`src/rtl/rbb_pkg.sv`:
```
// shared types, constants and helpers for the range bucket bitmap block
// no dependencies; imported by rbb_div and range_bucket_bitmap
package rbb_pkg;

	// bitmap geometry
	localparam int MAP_BITS  = 64;
	localparam int HIT_W     = 64;
	localparam int IDX_W     = 6;
	localparam int POS_W     = IDX_W + 1;
	localparam logic [HIT_W-1:0] MAP_MASK = (MAP_BITS >= HIT_W) ? {HIT_W{1'b1}} :
		((HIT_W'(1) << MAP_BITS) - HIT_W'(1));
	localparam logic [POS_W-1:0] POS_MAX = POS_W'(MAP_BITS - 1);

	// datapath widths
	localparam int SAMPLE_W = 32;
	localparam int COUNT_W  = 6;
	localparam int STEP_W   = 32;
	localparam int DIV_W    = 32;
	localparam int DIV_CNT_W = $clog2(DIV_W);

	// configuration port
	localparam int CFG_IDX_W  = 2;
	localparam int CFG_DATA_W = 32;

	typedef enum logic [CFG_IDX_W-1:0] {
		CFG_RANGE_START  = 2'd0,
		CFG_RANGE_END    = 2'd1,
		CFG_BUCKET_COUNT = 2'd2,
		CFG_STEP_SIZE    = 2'd3
	} cfg_reg_t;

	// register reset values
	localparam logic signed [SAMPLE_W-1:0] RANGE_START_RST  = 32'sd0;
	localparam logic signed [SAMPLE_W-1:0] RANGE_END_RST    = 32'sd62;
	localparam logic [COUNT_W-1:0]         BUCKET_COUNT_RST = 6'd62;
	localparam logic [STEP_W-1:0]          STEP_SIZE_RST    = 32'd1;

	// sequencer states
	typedef enum logic [1:0] {
		ST_IDLE,
		ST_CLASSIFY,
		ST_DIVIDE,
		ST_FINISH
	} seq_state_t;

	// control into and status out of the shared divider
	typedef struct packed {
		logic start;
	} div_ctl_t;

	typedef struct packed {
		logic busy;
		logic done;
	} div_sts_t;

	// saturate a bit position to the last bit of the map
	function automatic logic [IDX_W-1:0] sat_pos(input logic [POS_W-1:0] pos);
		logic [POS_W-1:0] p;
		p = (pos > POS_MAX) ? POS_MAX : pos;
		return p[IDX_W-1:0];
	endfunction

endpackage

```
`src/rtl/rbb_div.sv`:
```
// iterative restoring divider, one quotient bit per cycle
// depends on rbb_pkg; a zero divisor gives an all-ones quotient
module rbb_div (
	input  logic                     clk,
	input  logic                     arst_n,
	input  rbb_pkg::div_ctl_t        ctl,
	input  logic [rbb_pkg::DIV_W-1:0] dividend,
	input  logic [rbb_pkg::DIV_W-1:0] divisor,
	output rbb_pkg::div_sts_t        sts,
	output logic [rbb_pkg::DIV_W-1:0] quotient
);
	import rbb_pkg::*;

	logic                 busy_q;
	logic                 done_q;
	logic [DIV_CNT_W-1:0] cnt_q;
	logic [DIV_W-1:0]     rem_q;
	logic [DIV_W-1:0]     dq_q;
	logic [DIV_W-1:0]     dsr_q;
	logic [DIV_W:0]       trial;
	logic [DIV_W:0]       diff;
	logic                 fits;

	// shift one dividend bit into the partial remainder and try a subtract
	assign trial = {rem_q, dq_q[DIV_W-1]};
	assign diff  = trial - {1'b0, dsr_q};
	assign fits  = !diff[DIV_W];

	always_ff @(posedge clk or negedge arst_n) begin
		if (!arst_n) begin
			busy_q <= 1'b0;
			done_q <= 1'b0;
			cnt_q  <= '0;
		end else begin
			done_q <= 1'b0;
			if (ctl.start) begin
				busy_q <= 1'b1;
				cnt_q  <= '0;
			end else if (busy_q) begin
				cnt_q <= cnt_q + 1'b1;
				if (cnt_q == DIV_CNT_W'(DIV_W - 1)) begin
					busy_q <= 1'b0;
					done_q <= 1'b1;
				end
			end
		end
	end

	always_ff @(posedge clk) begin
		if (ctl.start) begin
			rem_q <= '0;
			dq_q  <= dividend;
			dsr_q <= divisor;
		end else if (busy_q) begin
			rem_q <= fits ? diff[DIV_W-1:0] : trial[DIV_W-1:0];
			dq_q  <= {dq_q[DIV_W-2:0], fits};
		end
	end

	assign sts.busy = busy_q;
	assign sts.done = done_q;
	assign quotient = dq_q;

	a_no_start_busy: assert property (@(posedge clk) disable iff (!arst_n)
		ctl.start |-> !busy_q)
		else $error("divider started while busy");

	a_done_after_busy: assert property (@(posedge clk) disable iff (!arst_n)
		done_q |-> !busy_q && $past(busy_q))
		else $error("divider done without a run");

endmodule

```
`src/rtl/range_bucket_bitmap.sv`:
```
// top level of the range bucket bitmap: config registers, sequencer, bitmap
// depends on rbb_pkg and instantiates rbb_div
//
// usage
//  - sample channel: sample_valid / sample_stall carry one signed 32-bit sample
//    per request; a request is taken when valid is high and stall is low
//  - result channel: result_valid / result_stall carry bit_index, first_hit
//    and hit_map; the receiver holds result_stall high to stall
//  - config channel: cfg_valid / cfg_ready with cfg_index and cfg_data;
//    cfg_ready is always high, write only while the block is idle
//  - sequencing: an out-of-range sample goes from accept through ST_CLASSIFY
//    to ST_FINISH, an in-range sample also through ST_DIVIDE; there the 32-bit
//    restoring divider by step_size sets the pace, one quotient bit per cycle
//  - throughput: one sample at a time, the next request is taken once the
//    previous one has been written to the result register
//  - a finished result waits in the output register while the next sample
//    is accepted and worked on; the bitmap only updates when its result
//    moves into that register
//  - reset clears the bitmap and restores the register defaults
//    (start 0, end 62, count 62, step 1)
module range_bucket_bitmap (
	input  logic                              clk,
	input  logic                              arst_n,
	// sample requests
	input  logic                              sample_valid,
	output logic                              sample_stall,
	input  logic signed [rbb_pkg::SAMPLE_W-1:0] sample,
	// result requests
	output logic                              result_valid,
	input  logic                              result_stall,
	output logic [rbb_pkg::IDX_W-1:0]         bit_index,
	output logic                              first_hit,
	output logic [rbb_pkg::HIT_W-1:0]         hit_map,
	// configuration writes
	input  logic                              cfg_valid,
	output logic                              cfg_ready,
	input  logic [rbb_pkg::CFG_IDX_W-1:0]     cfg_index,
	input  logic [rbb_pkg::CFG_DATA_W-1:0]    cfg_data
);
	import rbb_pkg::*;

	// configuration registers
	logic signed [SAMPLE_W-1:0] range_start_q;
	logic signed [SAMPLE_W-1:0] range_end_q;
	logic [COUNT_W-1:0]         bucket_count_q;
	logic [STEP_W-1:0]          step_size_q;

	// sequencer and working registers
	seq_state_t                 state_q, state_d;
	logic signed [SAMPLE_W-1:0] sample_q;
	logic [POS_W-1:0]           pos_q;
	logic [HIT_W-1:0]           occ_q;

	// result register
	logic                       result_valid_q;
	logic [IDX_W-1:0]           bit_index_q;
	logic                       first_hit_q;
	logic [HIT_W-1:0]           hit_map_q;

	// divider link
	div_ctl_t                   div_ctl;
	div_sts_t                   div_sts;
	logic [DIV_W-1:0]           quotient;

	// combinational controls
	logic                       take_sample;
	logic                       below_start;
	logic                       at_or_above_end;
	logic [SAMPLE_W:0]          diff_full;
	logic [COUNT_W-1:0]         lim;
	logic [IDX_W-1:0]           pos_sat;
	logic [HIT_W-1:0]           bit_onehot;
	logic                       out_free;
	logic                       emit;

	assign cfg_ready = 1'b1;

	always_ff @(posedge clk or negedge arst_n) begin
		if (!arst_n) begin
			range_start_q  <= RANGE_START_RST;
			range_end_q    <= RANGE_END_RST;
			bucket_count_q <= BUCKET_COUNT_RST;
			step_size_q    <= STEP_SIZE_RST;
		end else if (cfg_valid && cfg_ready) begin
			case (cfg_reg_t'(cfg_index))
				CFG_RANGE_START:  range_start_q  <= cfg_data;
				CFG_RANGE_END:    range_end_q    <= cfg_data;
				CFG_BUCKET_COUNT: bucket_count_q <= cfg_data[COUNT_W-1:0];
				CFG_STEP_SIZE:    step_size_q    <= cfg_data;
				default: ;
			endcase
		end
	end

	// range tests; below-start wins over at-or-above-end
	assign below_start     = sample_q < range_start_q;
	assign at_or_above_end = sample_q >= range_end_q;
	// exact 33-bit difference, fits 32 bits when in range
	assign diff_full = {sample_q[SAMPLE_W-1], sample_q} -
		{range_start_q[SAMPLE_W-1], range_start_q};

	// clamp limit for the in-range index
	assign lim = (bucket_count_q != '0) ? bucket_count_q - 1'b1 : '0;

	// bit decode of the saturated position
	assign pos_sat    = sat_pos(pos_q);
	assign bit_onehot = HIT_W'(1) << pos_sat;

	assign out_free = !result_valid_q || !result_stall;

	always_ff @(posedge clk or negedge arst_n) begin
		if (!arst_n) begin
			state_q <= ST_IDLE;
		end else begin
			state_q <= state_d;
		end
	end

	always_comb begin
		state_d       = state_q;
		take_sample   = 1'b0;
		div_ctl.start = 1'b0;
		emit          = 1'b0;
		sample_stall  = 1'b1;
		case (state_q)
			ST_IDLE: begin
				sample_stall = 1'b0;
				if (sample_valid) begin
					take_sample = 1'b1;
					state_d     = ST_CLASSIFY;
				end
			end
			ST_CLASSIFY: begin
				if (below_start || at_or_above_end) begin
					state_d = ST_FINISH;
				end else begin
					div_ctl.start = 1'b1;
					state_d       = ST_DIVIDE;
				end
			end
			ST_DIVIDE: begin
				if (div_sts.done) begin
					state_d = ST_FINISH;
				end
			end
			ST_FINISH: begin
				// wait for the result register to drain
				if (out_free) begin
					emit    = 1'b1;
					state_d = ST_IDLE;
				end
			end
			default: begin
				state_d = ST_IDLE;
			end
		endcase
	end

	// working datapath
	always_ff @(posedge clk) begin
		if (take_sample) begin
			sample_q <= sample;
		end
		if (state_q == ST_CLASSIFY) begin
			if (below_start) begin
				pos_q <= {1'b0, bucket_count_q};
			end else if (at_or_above_end) begin
				pos_q <= {1'b0, bucket_count_q} + 1'b1;
			end
		end
		if (state_q == ST_DIVIDE && div_sts.done) begin
			// clamp the quotient to the last in-range bucket
			if (quotient > DIV_W'(lim)) begin
				pos_q <= {1'b0, lim};
			end else begin
				pos_q <= quotient[POS_W-1:0];
			end
		end
	end

	// the divider loads the difference at the start edge
	rbb_div u_div (
		.clk      (clk),
		.arst_n   (arst_n),
		.ctl      (div_ctl),
		.dividend (diff_full[DIV_W-1:0]),
		.divisor  (step_size_q),
		.sts      (div_sts),
		.quotient (quotient)
	);

	// sticky bitmap and the result register
	always_ff @(posedge clk or negedge arst_n) begin
		if (!arst_n) begin
			occ_q          <= '0;
			result_valid_q <= 1'b0;
		end else begin
			if (emit) begin
				occ_q          <= (occ_q | bit_onehot) & MAP_MASK;
				result_valid_q <= 1'b1;
			end else if (!result_stall) begin
				result_valid_q <= 1'b0;
			end
		end
	end

	always_ff @(posedge clk) begin
		if (emit) begin
			bit_index_q <= pos_sat;
			first_hit_q <= (occ_q & bit_onehot) == '0;
			hit_map_q   <= (occ_q | bit_onehot) & MAP_MASK;
		end
	end

	assign result_valid = result_valid_q;
	assign bit_index    = bit_index_q;
	assign first_hit    = first_hit_q;
	assign hit_map      = hit_map_q;

	a_busy_stalls: assert property (@(posedge clk) disable iff (!arst_n)
		(state_q != ST_IDLE) |-> sample_stall)
		else $error("sample request taken while busy");

	a_result_from_finish: assert property (@(posedge clk) disable iff (!arst_n)
		$rose(result_valid_q) |-> $past(state_q == ST_FINISH))
		else $error("result raised outside finish");

	a_reported_bit_set: assert property (@(posedge clk) disable iff (!arst_n)
		result_valid_q |-> hit_map_q[bit_index_q])
		else $error("reported bit not set in map");

	a_no_div_in_idle: assert property (@(posedge clk) disable iff (!arst_n)
		(state_q == ST_IDLE) |-> !div_sts.busy)
		else $error("divider running while idle");

endmodule
```
`config.mk`:
```
export PLATFORM = sky130hd
export DESIGN_NAME = range_bucket_bitmap
export DESIGN_NICKNAME = d
export VERILOG_FILES = /design/src/rtl/rbb_pkg.sv /design/src/rtl/rbb_div.sv /design/src/rtl/range_bucket_bitmap.sv
export SDC_FILE = /design/constraint.sdc
export NUM_CORES = 1
export LEC_CHECK = 0
export BUFFER_PORTS_ARGS = -buffer_cell sky130_fd_sc_hd__buf_2
export CAP_MARGIN = 0
export CORE_MARGIN = 8
export CORE_UTILIZATION = 55
export CTS_CLUSTER_DIAMETER = 30
export DETAILED_ROUTE_END_ITERATION = 7
export PLACE_DENSITY = 0.74
export SYNTH_ARGS = -nofsm -noshare
export SYNTH_HDL_FRONTEND = slang
export SYNTH_SLANG_ARGS = --single-unit
```
`constraint.sdc`:
```
create_clock -name clk -period 4.7 [get_ports clk]
set_clock_uncertainty 0.2 [all_clocks]
set_input_delay 0.94 -clock clk [delete_from_list [all_inputs] [get_ports clk]]
set_output_delay 0.94 -clock clk [all_outputs]
set_load 0.05 [all_outputs]
```
Word level (Yosys, flattened, before mapping)
Cells that the tools add are included.

cells by class
  add/sub/neg operators = 5
  multiply operators = 0
  divide/modulo/power cells = 0
  $lt $le $gt $ge = 4
  equality and inequality tests = 11
  shift operators = 1
  muxes and demuxes = 32
  bitwise operators = 2
  reduce and logical (&&, ||, !) cells = 19

operators with widths
  kind                                                count
  2-to-1 mux 32 bit                                   3
  AND 64 bit                                          1
  zero test 64 bit                                    1
  OR 64 bit                                           1
  left shift 1 x 6 -> 64 bit, first input constant    1
  2-to-1 mux 7 bit                                    5
  subtractor 33 x 32 -> 33 bit                        1
  >= comparator 32 bit                                1
  > comparator 32 x 6 -> 1 bit                        1
  < comparator 32 bit                                 1
  subtractor 32 bit                                   1
  2-to-1 mux 1 bit                                    16
  2-to-1 mux 6 bit                                    2
  2-to-1 mux 5 bit                                    2
  AND reduction 2 bit                                 5
  equality test 2 bit, second input constant          4
  one-hot mux 2 bit (4 select lines)                  1
  adder 6 x 1 -> 7 bit, second input constant         1
  > comparator 7 x 6 -> 1 bit, second input constant  1
  2-to-1 mux 2 bit                                    3
  nonzero test 6 bit                                  1
  subtractor 6 x 1 -> 6 bit, second input constant    1
  adder 5 x 1 -> 5 bit, second input constant         1
  equality test 5 bit, second input constant          1
  other kinds (10)                                    18

word-level totals
  flip-flop bits (word level) = 382
  latch bits = 0
  bits in writable memories = 0
  bits in read-only memories = 0
  bits of input ports = 71
  output and inout bits = 74
  word-level logic and storage cells = 92
  memories kept = 0

Longest topological paths before layout
  word-level depth = 5
  gate-level depth with buffers = 19
  depth with buffers taken out = 17

Modules after synthesis
From an unflattened synthesis, not the netlist that was laid out.

second synthesis, totals
  cells, all modules = 1,725
  area, all modules = 19,636.3 um^2

by module, submodules not included
  module               instances  cells each  area an instance (um^2)  seq. area each (um^2)
  range_bucket_bitmap  1          1,195       13,854.5                 7,546.0
  rbb_div              1          530         5,781.8                  2,737.6

Worst setup path after synthesis
OpenSTA, ideal clock, no wires.

  path kind = reg-to-reg
  start = register range_start_q[0]
  end = register u_div.dq_q[0], in the netlist u_div.quotient[0] (enable)
  setup time = 0.389 ns
  arrival time = 3.579 ns
  data required time = 4.111 ns
  path slack = 0.532 ns
  stages on the path, launching flop included = 14
  buffers on the path = 2
  clock period less this slack = 4.168 ns
  path through = dfrtp_1 ha_1 inv_1 fa_1 a211oi_1 o211ai_2 a31oi_1 a31o_1 a211o_1 a311oi_4 nand4_4 buf_4 buf_2 nand2_1

between the ends
  cells in the longest elaborated chain, start to end = 5

RTL lines
  element                              line                        source
  from (decl)                          range_bucket_bitmap.sv:43   logic signed [SAMPLE_W-1:0] range_start_q;
  from (signal assigned)               range_bucket_bitmap.sv:86   CFG_RANGE_START: range_start_q <= cfg_data;
  < comparator 32 bit                  range_bucket_bitmap.sv:96   assign below_start = sample_q < range_start_q;
  logical OR 1 bit                     range_bucket_bitmap.sv:134  if (below_start || at_or_above_end) begin
  2-to-1 mux 1 bit                     range_bucket_bitmap.sv:134
  2-to-1 mux 1 bit                     range_bucket_bitmap.sv:125  case (state_q)
  nonzero test 2 bit (no source line)  n/a
  to (signal assigned)                 rbb_div.sv:52               dq_q <= dividend;
  to (signal assigned)                 rbb_div.sv:56               dq_q <= {dq_q[DIV_W-2:0], fits};
  to (decl)                            rbb_div.sv:18               logic [DIV_W-1:0] dq_q;

No other way between the ends.
A chain may end at the register's enable or synchronous reset.

Worst setup path after layout
  start = register u_div.dq_q[31], in the netlist u_div.quotient[31]
  end = register u_div.rem_q[19]

between the ends
  cells in the longest elaborated chain, start to end = 2

RTL lines
  element                       line           source
  subtractor 33 x 32 -> 33 bit  rbb_div.sv:26  assign diff = trial - {1'b0, dsr_q};
  2-to-1 mux 32 bit             rbb_div.sv:55  rem_q <= fits ? diff[DIV_W-1:0] : trial[DIV_W-1:0];
  to (signal assigned)          rbb_div.sv:55
  to (decl)                     rbb_div.sv:17  logic [DIV_W-1:0] rem_q;

No other way between the ends.

==> impl_metrics.py <==
metrics = {
    "critical_path": {
        "r2r-end": "u_div.rem_q[19]",
        "worst-setup-path-type": "register to register",
        "r2r_cells": 15,
        "worst-path-max-fanout": 13,
        "rrSetupSlack_ns": 0.52,
        "r2r_start": "u_div.quotient[31]",
        "worstPathArrival_ns": 4.46,
        "cp-end-kind": "register",
        "start_kind": "register",
        "required_ns": 4.98,
    },
    "yosys": {
        "synth_top_area_cell": "edfxtp_1",
        "ys_top_cells_by_area": "edfxtp_1 (27%), dfrtp_1 (21%), ha_1 (7.2%)",
        "synth_seq_cells": 382,
        "synth_edf_count": 174,
        "syn_nets": 1940,
        "yosysUniqueCellTypes": 76,
        "async_flop_share": 0.4607,
        "synth_top_area_share": 0.2707,
        "yosys_warnings": 0,
        "synthFlopType": "edfxtp_1",
        "syn-cell-area_sq_um": 19300,
        "ys_top_cells_by_count": "edfxtp_1 (174), nand2_1 (171), dfrtp_1 (165)",
        "yosysSeqAreaShare": 0.5328,
        "synthCells": 1756,
        "synth_most_common_cell": "edfxtp_1",
        "syn_area_per_cell_sq_um": 10.99,
    },
    "floorplanning": {
        "die_width_um": 203.3,
        "dieHeight_um": 203.3,
        "ioPinCount": 145,
        "coreArea_sq_um": 34540,
        "row_count": 68,
        "initial_core_util": 0.5587,
        "dieArea_sq_um": 41340,
    },
    "power": {
        "leakage_nw": 11.09,
        "ir_drop_mv": 0.4494,
        "powerDensity_nw_per_um2": 751.1,
    },
    "layout": {
        "multi_input_area_sq_um": 8250,
        "drive_above_1_share": 0.2170,
        "num-nets-final": 2125,
        "post-route-util": 0.6809,
        "fillCellCount": 2530,
        "regArea_sq_um": 10280,
        "antenna_cells_inserted": 0,
        "area.growth.synth_to_final_pct": 21.87,
    },
    "timing": {
        "hold_ws_ns": 0.2433,
        "tns_ns": 0,
        "hold_viol_final": 0,
        "rsz0062_at_grt": "false",
        "period_share": 0.8885,
        "worst_pin_slew_ns": 1.304,
        "slew_headroom": 0.1237,
        "setup_viol": 0,
        "post-route-min-period_ns": 4.176,
        "fmax_mhz": 239.5,
        "drv_slew": 0,
        "final.setup.worst_slack_ns": 0.5240,
    },
    "clocking": {
        "cts_made_buffers": 81,
        "ctsResizeCount": 0,
        "clockRootBuffer": "clkbuf_16",
        "htree_levels": 3,
        "cts_max_path_buffers": 3,
        "cts_tree": "yes",
        "worstSkewPairLatency_ns": 0.59,
        "cts_sinks": 382,
        "clk_pin_slew_worst_paths_ns": 0.05,
        "post_cts_buffers": 0,
        "ctsHoldBuffers": 0,
    },
    "global_route": {
        "gr-total-overflow": 0,
        "gr-usage-all-layers": 0.2208,
        "grt_max_degree": 107,
        "antenna_found_initial": 0,
        "grt_pass1_vias": 14621,
        "grt_pass1_wl_mm": 74.50,
    },
    "run": {
        "maxCapViolCount": 0,
    },
    "hold_path": {
        "whs_path_depth": 0,
        "hold_class": "register to register",
        "min_to": "u_div.dsr_q[9]",
        "hold_start": "step_size_q[9]",
    },
    "routing": {
        "firstDrtPassIters": 6,
        "postRouteAntennaNets": 0,
        "drc_errors": 0,
        "num_vias": 14274,
        "finalWirelength_mm": 45.91,
        "vias_per_cell": 5.793,
        "drt_iter0_drc": 998,
        "wl_per_cell_um": 18.63,
    },
    "placed_design": {
        "numPortBuffers": 143,
        "dp_hpwl_mm": 31.54,
        "place.gp.congestion": 0.8952,
        "place_ws_ns": 0.5588,
    },
    "outcome": {
        "status": "complete, no violations",
    },
}
==> metrics by stage <==
| stage | cells | power (mW) | instance area, sq um |
|---|---|---|---|
| floorplan | 1756 | 10.08 | 19300 |
| global placement | 2313 | 11.38 | 20580 |
| detailed placement | 2313 | 11.58 | 20580 |
| CTS | 2464 | 17.73 | 23520 |
| global route | 2464 | 18.66 | 23520 |
| finish | 2464 | 17.67 | 23520 |
==> worst max-delay path, stage by stage, from the launching register on <==
cell	delay [ns]
edfxtp_1	0.39
inv_1	0.06
ha_1	0.23
fa_1	0.39
nand2b_1	0.20
a21oi_1	0.30
nor4_2	0.11
o41ai_1	0.35
buf_4	0.18
a21o_1	0.20
a2111oi_4	0.13
o21ba_2	0.29
xor2_2	0.37
buf_4	0.28
nand2_1	0.07
a311oi_1	0.31
==> layer usage <==
layer	part of all wire	GRT usage	vias up
met4	0.027	0.08288	0
met2	0.48	0.3697	474
li1	-	-	6772
met1	0.43	0.2811	6926
met5	0	0	-
met3	0.062	0.04395	102
==> area by class of cell <==
type | count | share of cell area
tap | 455 | 0.02420
clock inverter | 58 | 0.03319
sequential | 382 | 0.4372
multi-input combinational | 1172 | 0.3508
clock buffer | 93 | 0.09165
timing repair buffer | 171 | 0.04176
inverter | 133 | 0.02122
==> worst max-delay path by stage <==
stage | startpoint | endpoint | slack (ns) | cells past startpoint
floorplan | range_start_q[0] | u_div.quotient[0] | 0.53 | 13
global placement | range_start_q[0] | u_div.quotient[3] | 0.66 | 12
detailed placement | range_start_q[0] | u_div.quotient[2] | 0.56 | 12
CTS | u_div.quotient[31] | u_div.rem_q[19] | 0.55 | 15
global route | range_start_q[0] | u_div.quotient[22] | 0.28 | 12
finish | u_div.quotient[31] | u_div.rem_q[19] | 0.52 | 15
==> logic make-up (layout without fill, tap and decap cells) <==
group	count (synthesis)	count (layout)	share of synthesized area
AO/OA/AOI/OAI	485	485	0.1669
XOR/XNOR	61	61	0.02865
adder cells (fa/ha/maj)	113	113	0.07404
buffers and inverters	202	455	0.04065
flip-flops	382	382	0.5328
multiplexers	94	94	0.05452
other	1	1	0.0001943
AND/OR/NAND/NOR	418	418	0.1022
==> cells in the final DEF (no fill, tap or decap), types with 14 or more instances in the layout <==
cell type / count
buf_4: 24
dfxtp_1: 32
a31oi_1: 39
nand3_1: 37
buf_2: 142
nor2b_1: 14
o21ai_0: 115
a21o_1: 129
xor2_1: 22
a21oi_1: 74
nor2_1: 70
mux2_2: 77
ha_1: 111
bufinv_16: 14
nand4_1: 19
clkbuf_16: 84
nand2b_1: 20
xnor2_1: 37
nor3_1: 26
edfxtp_1: 174
inv_1: 131
dfrtp_1: 165
nand2_1: 171
clkinvlp_4: 15
mux2i_1: 14
o21bai_1: 18
==> power breakdown <==
group / leakage (nW) / internal, mW / switching [mW]
clock network: 1.39 / 4.10 / 1.92
logic: 5.57 / 2.39 / 3.81
registers: 4.13 / 4.78 / 0.665
total: 11.1 / 11.3 / 6.39
Power figures use the tool's default switching activity.
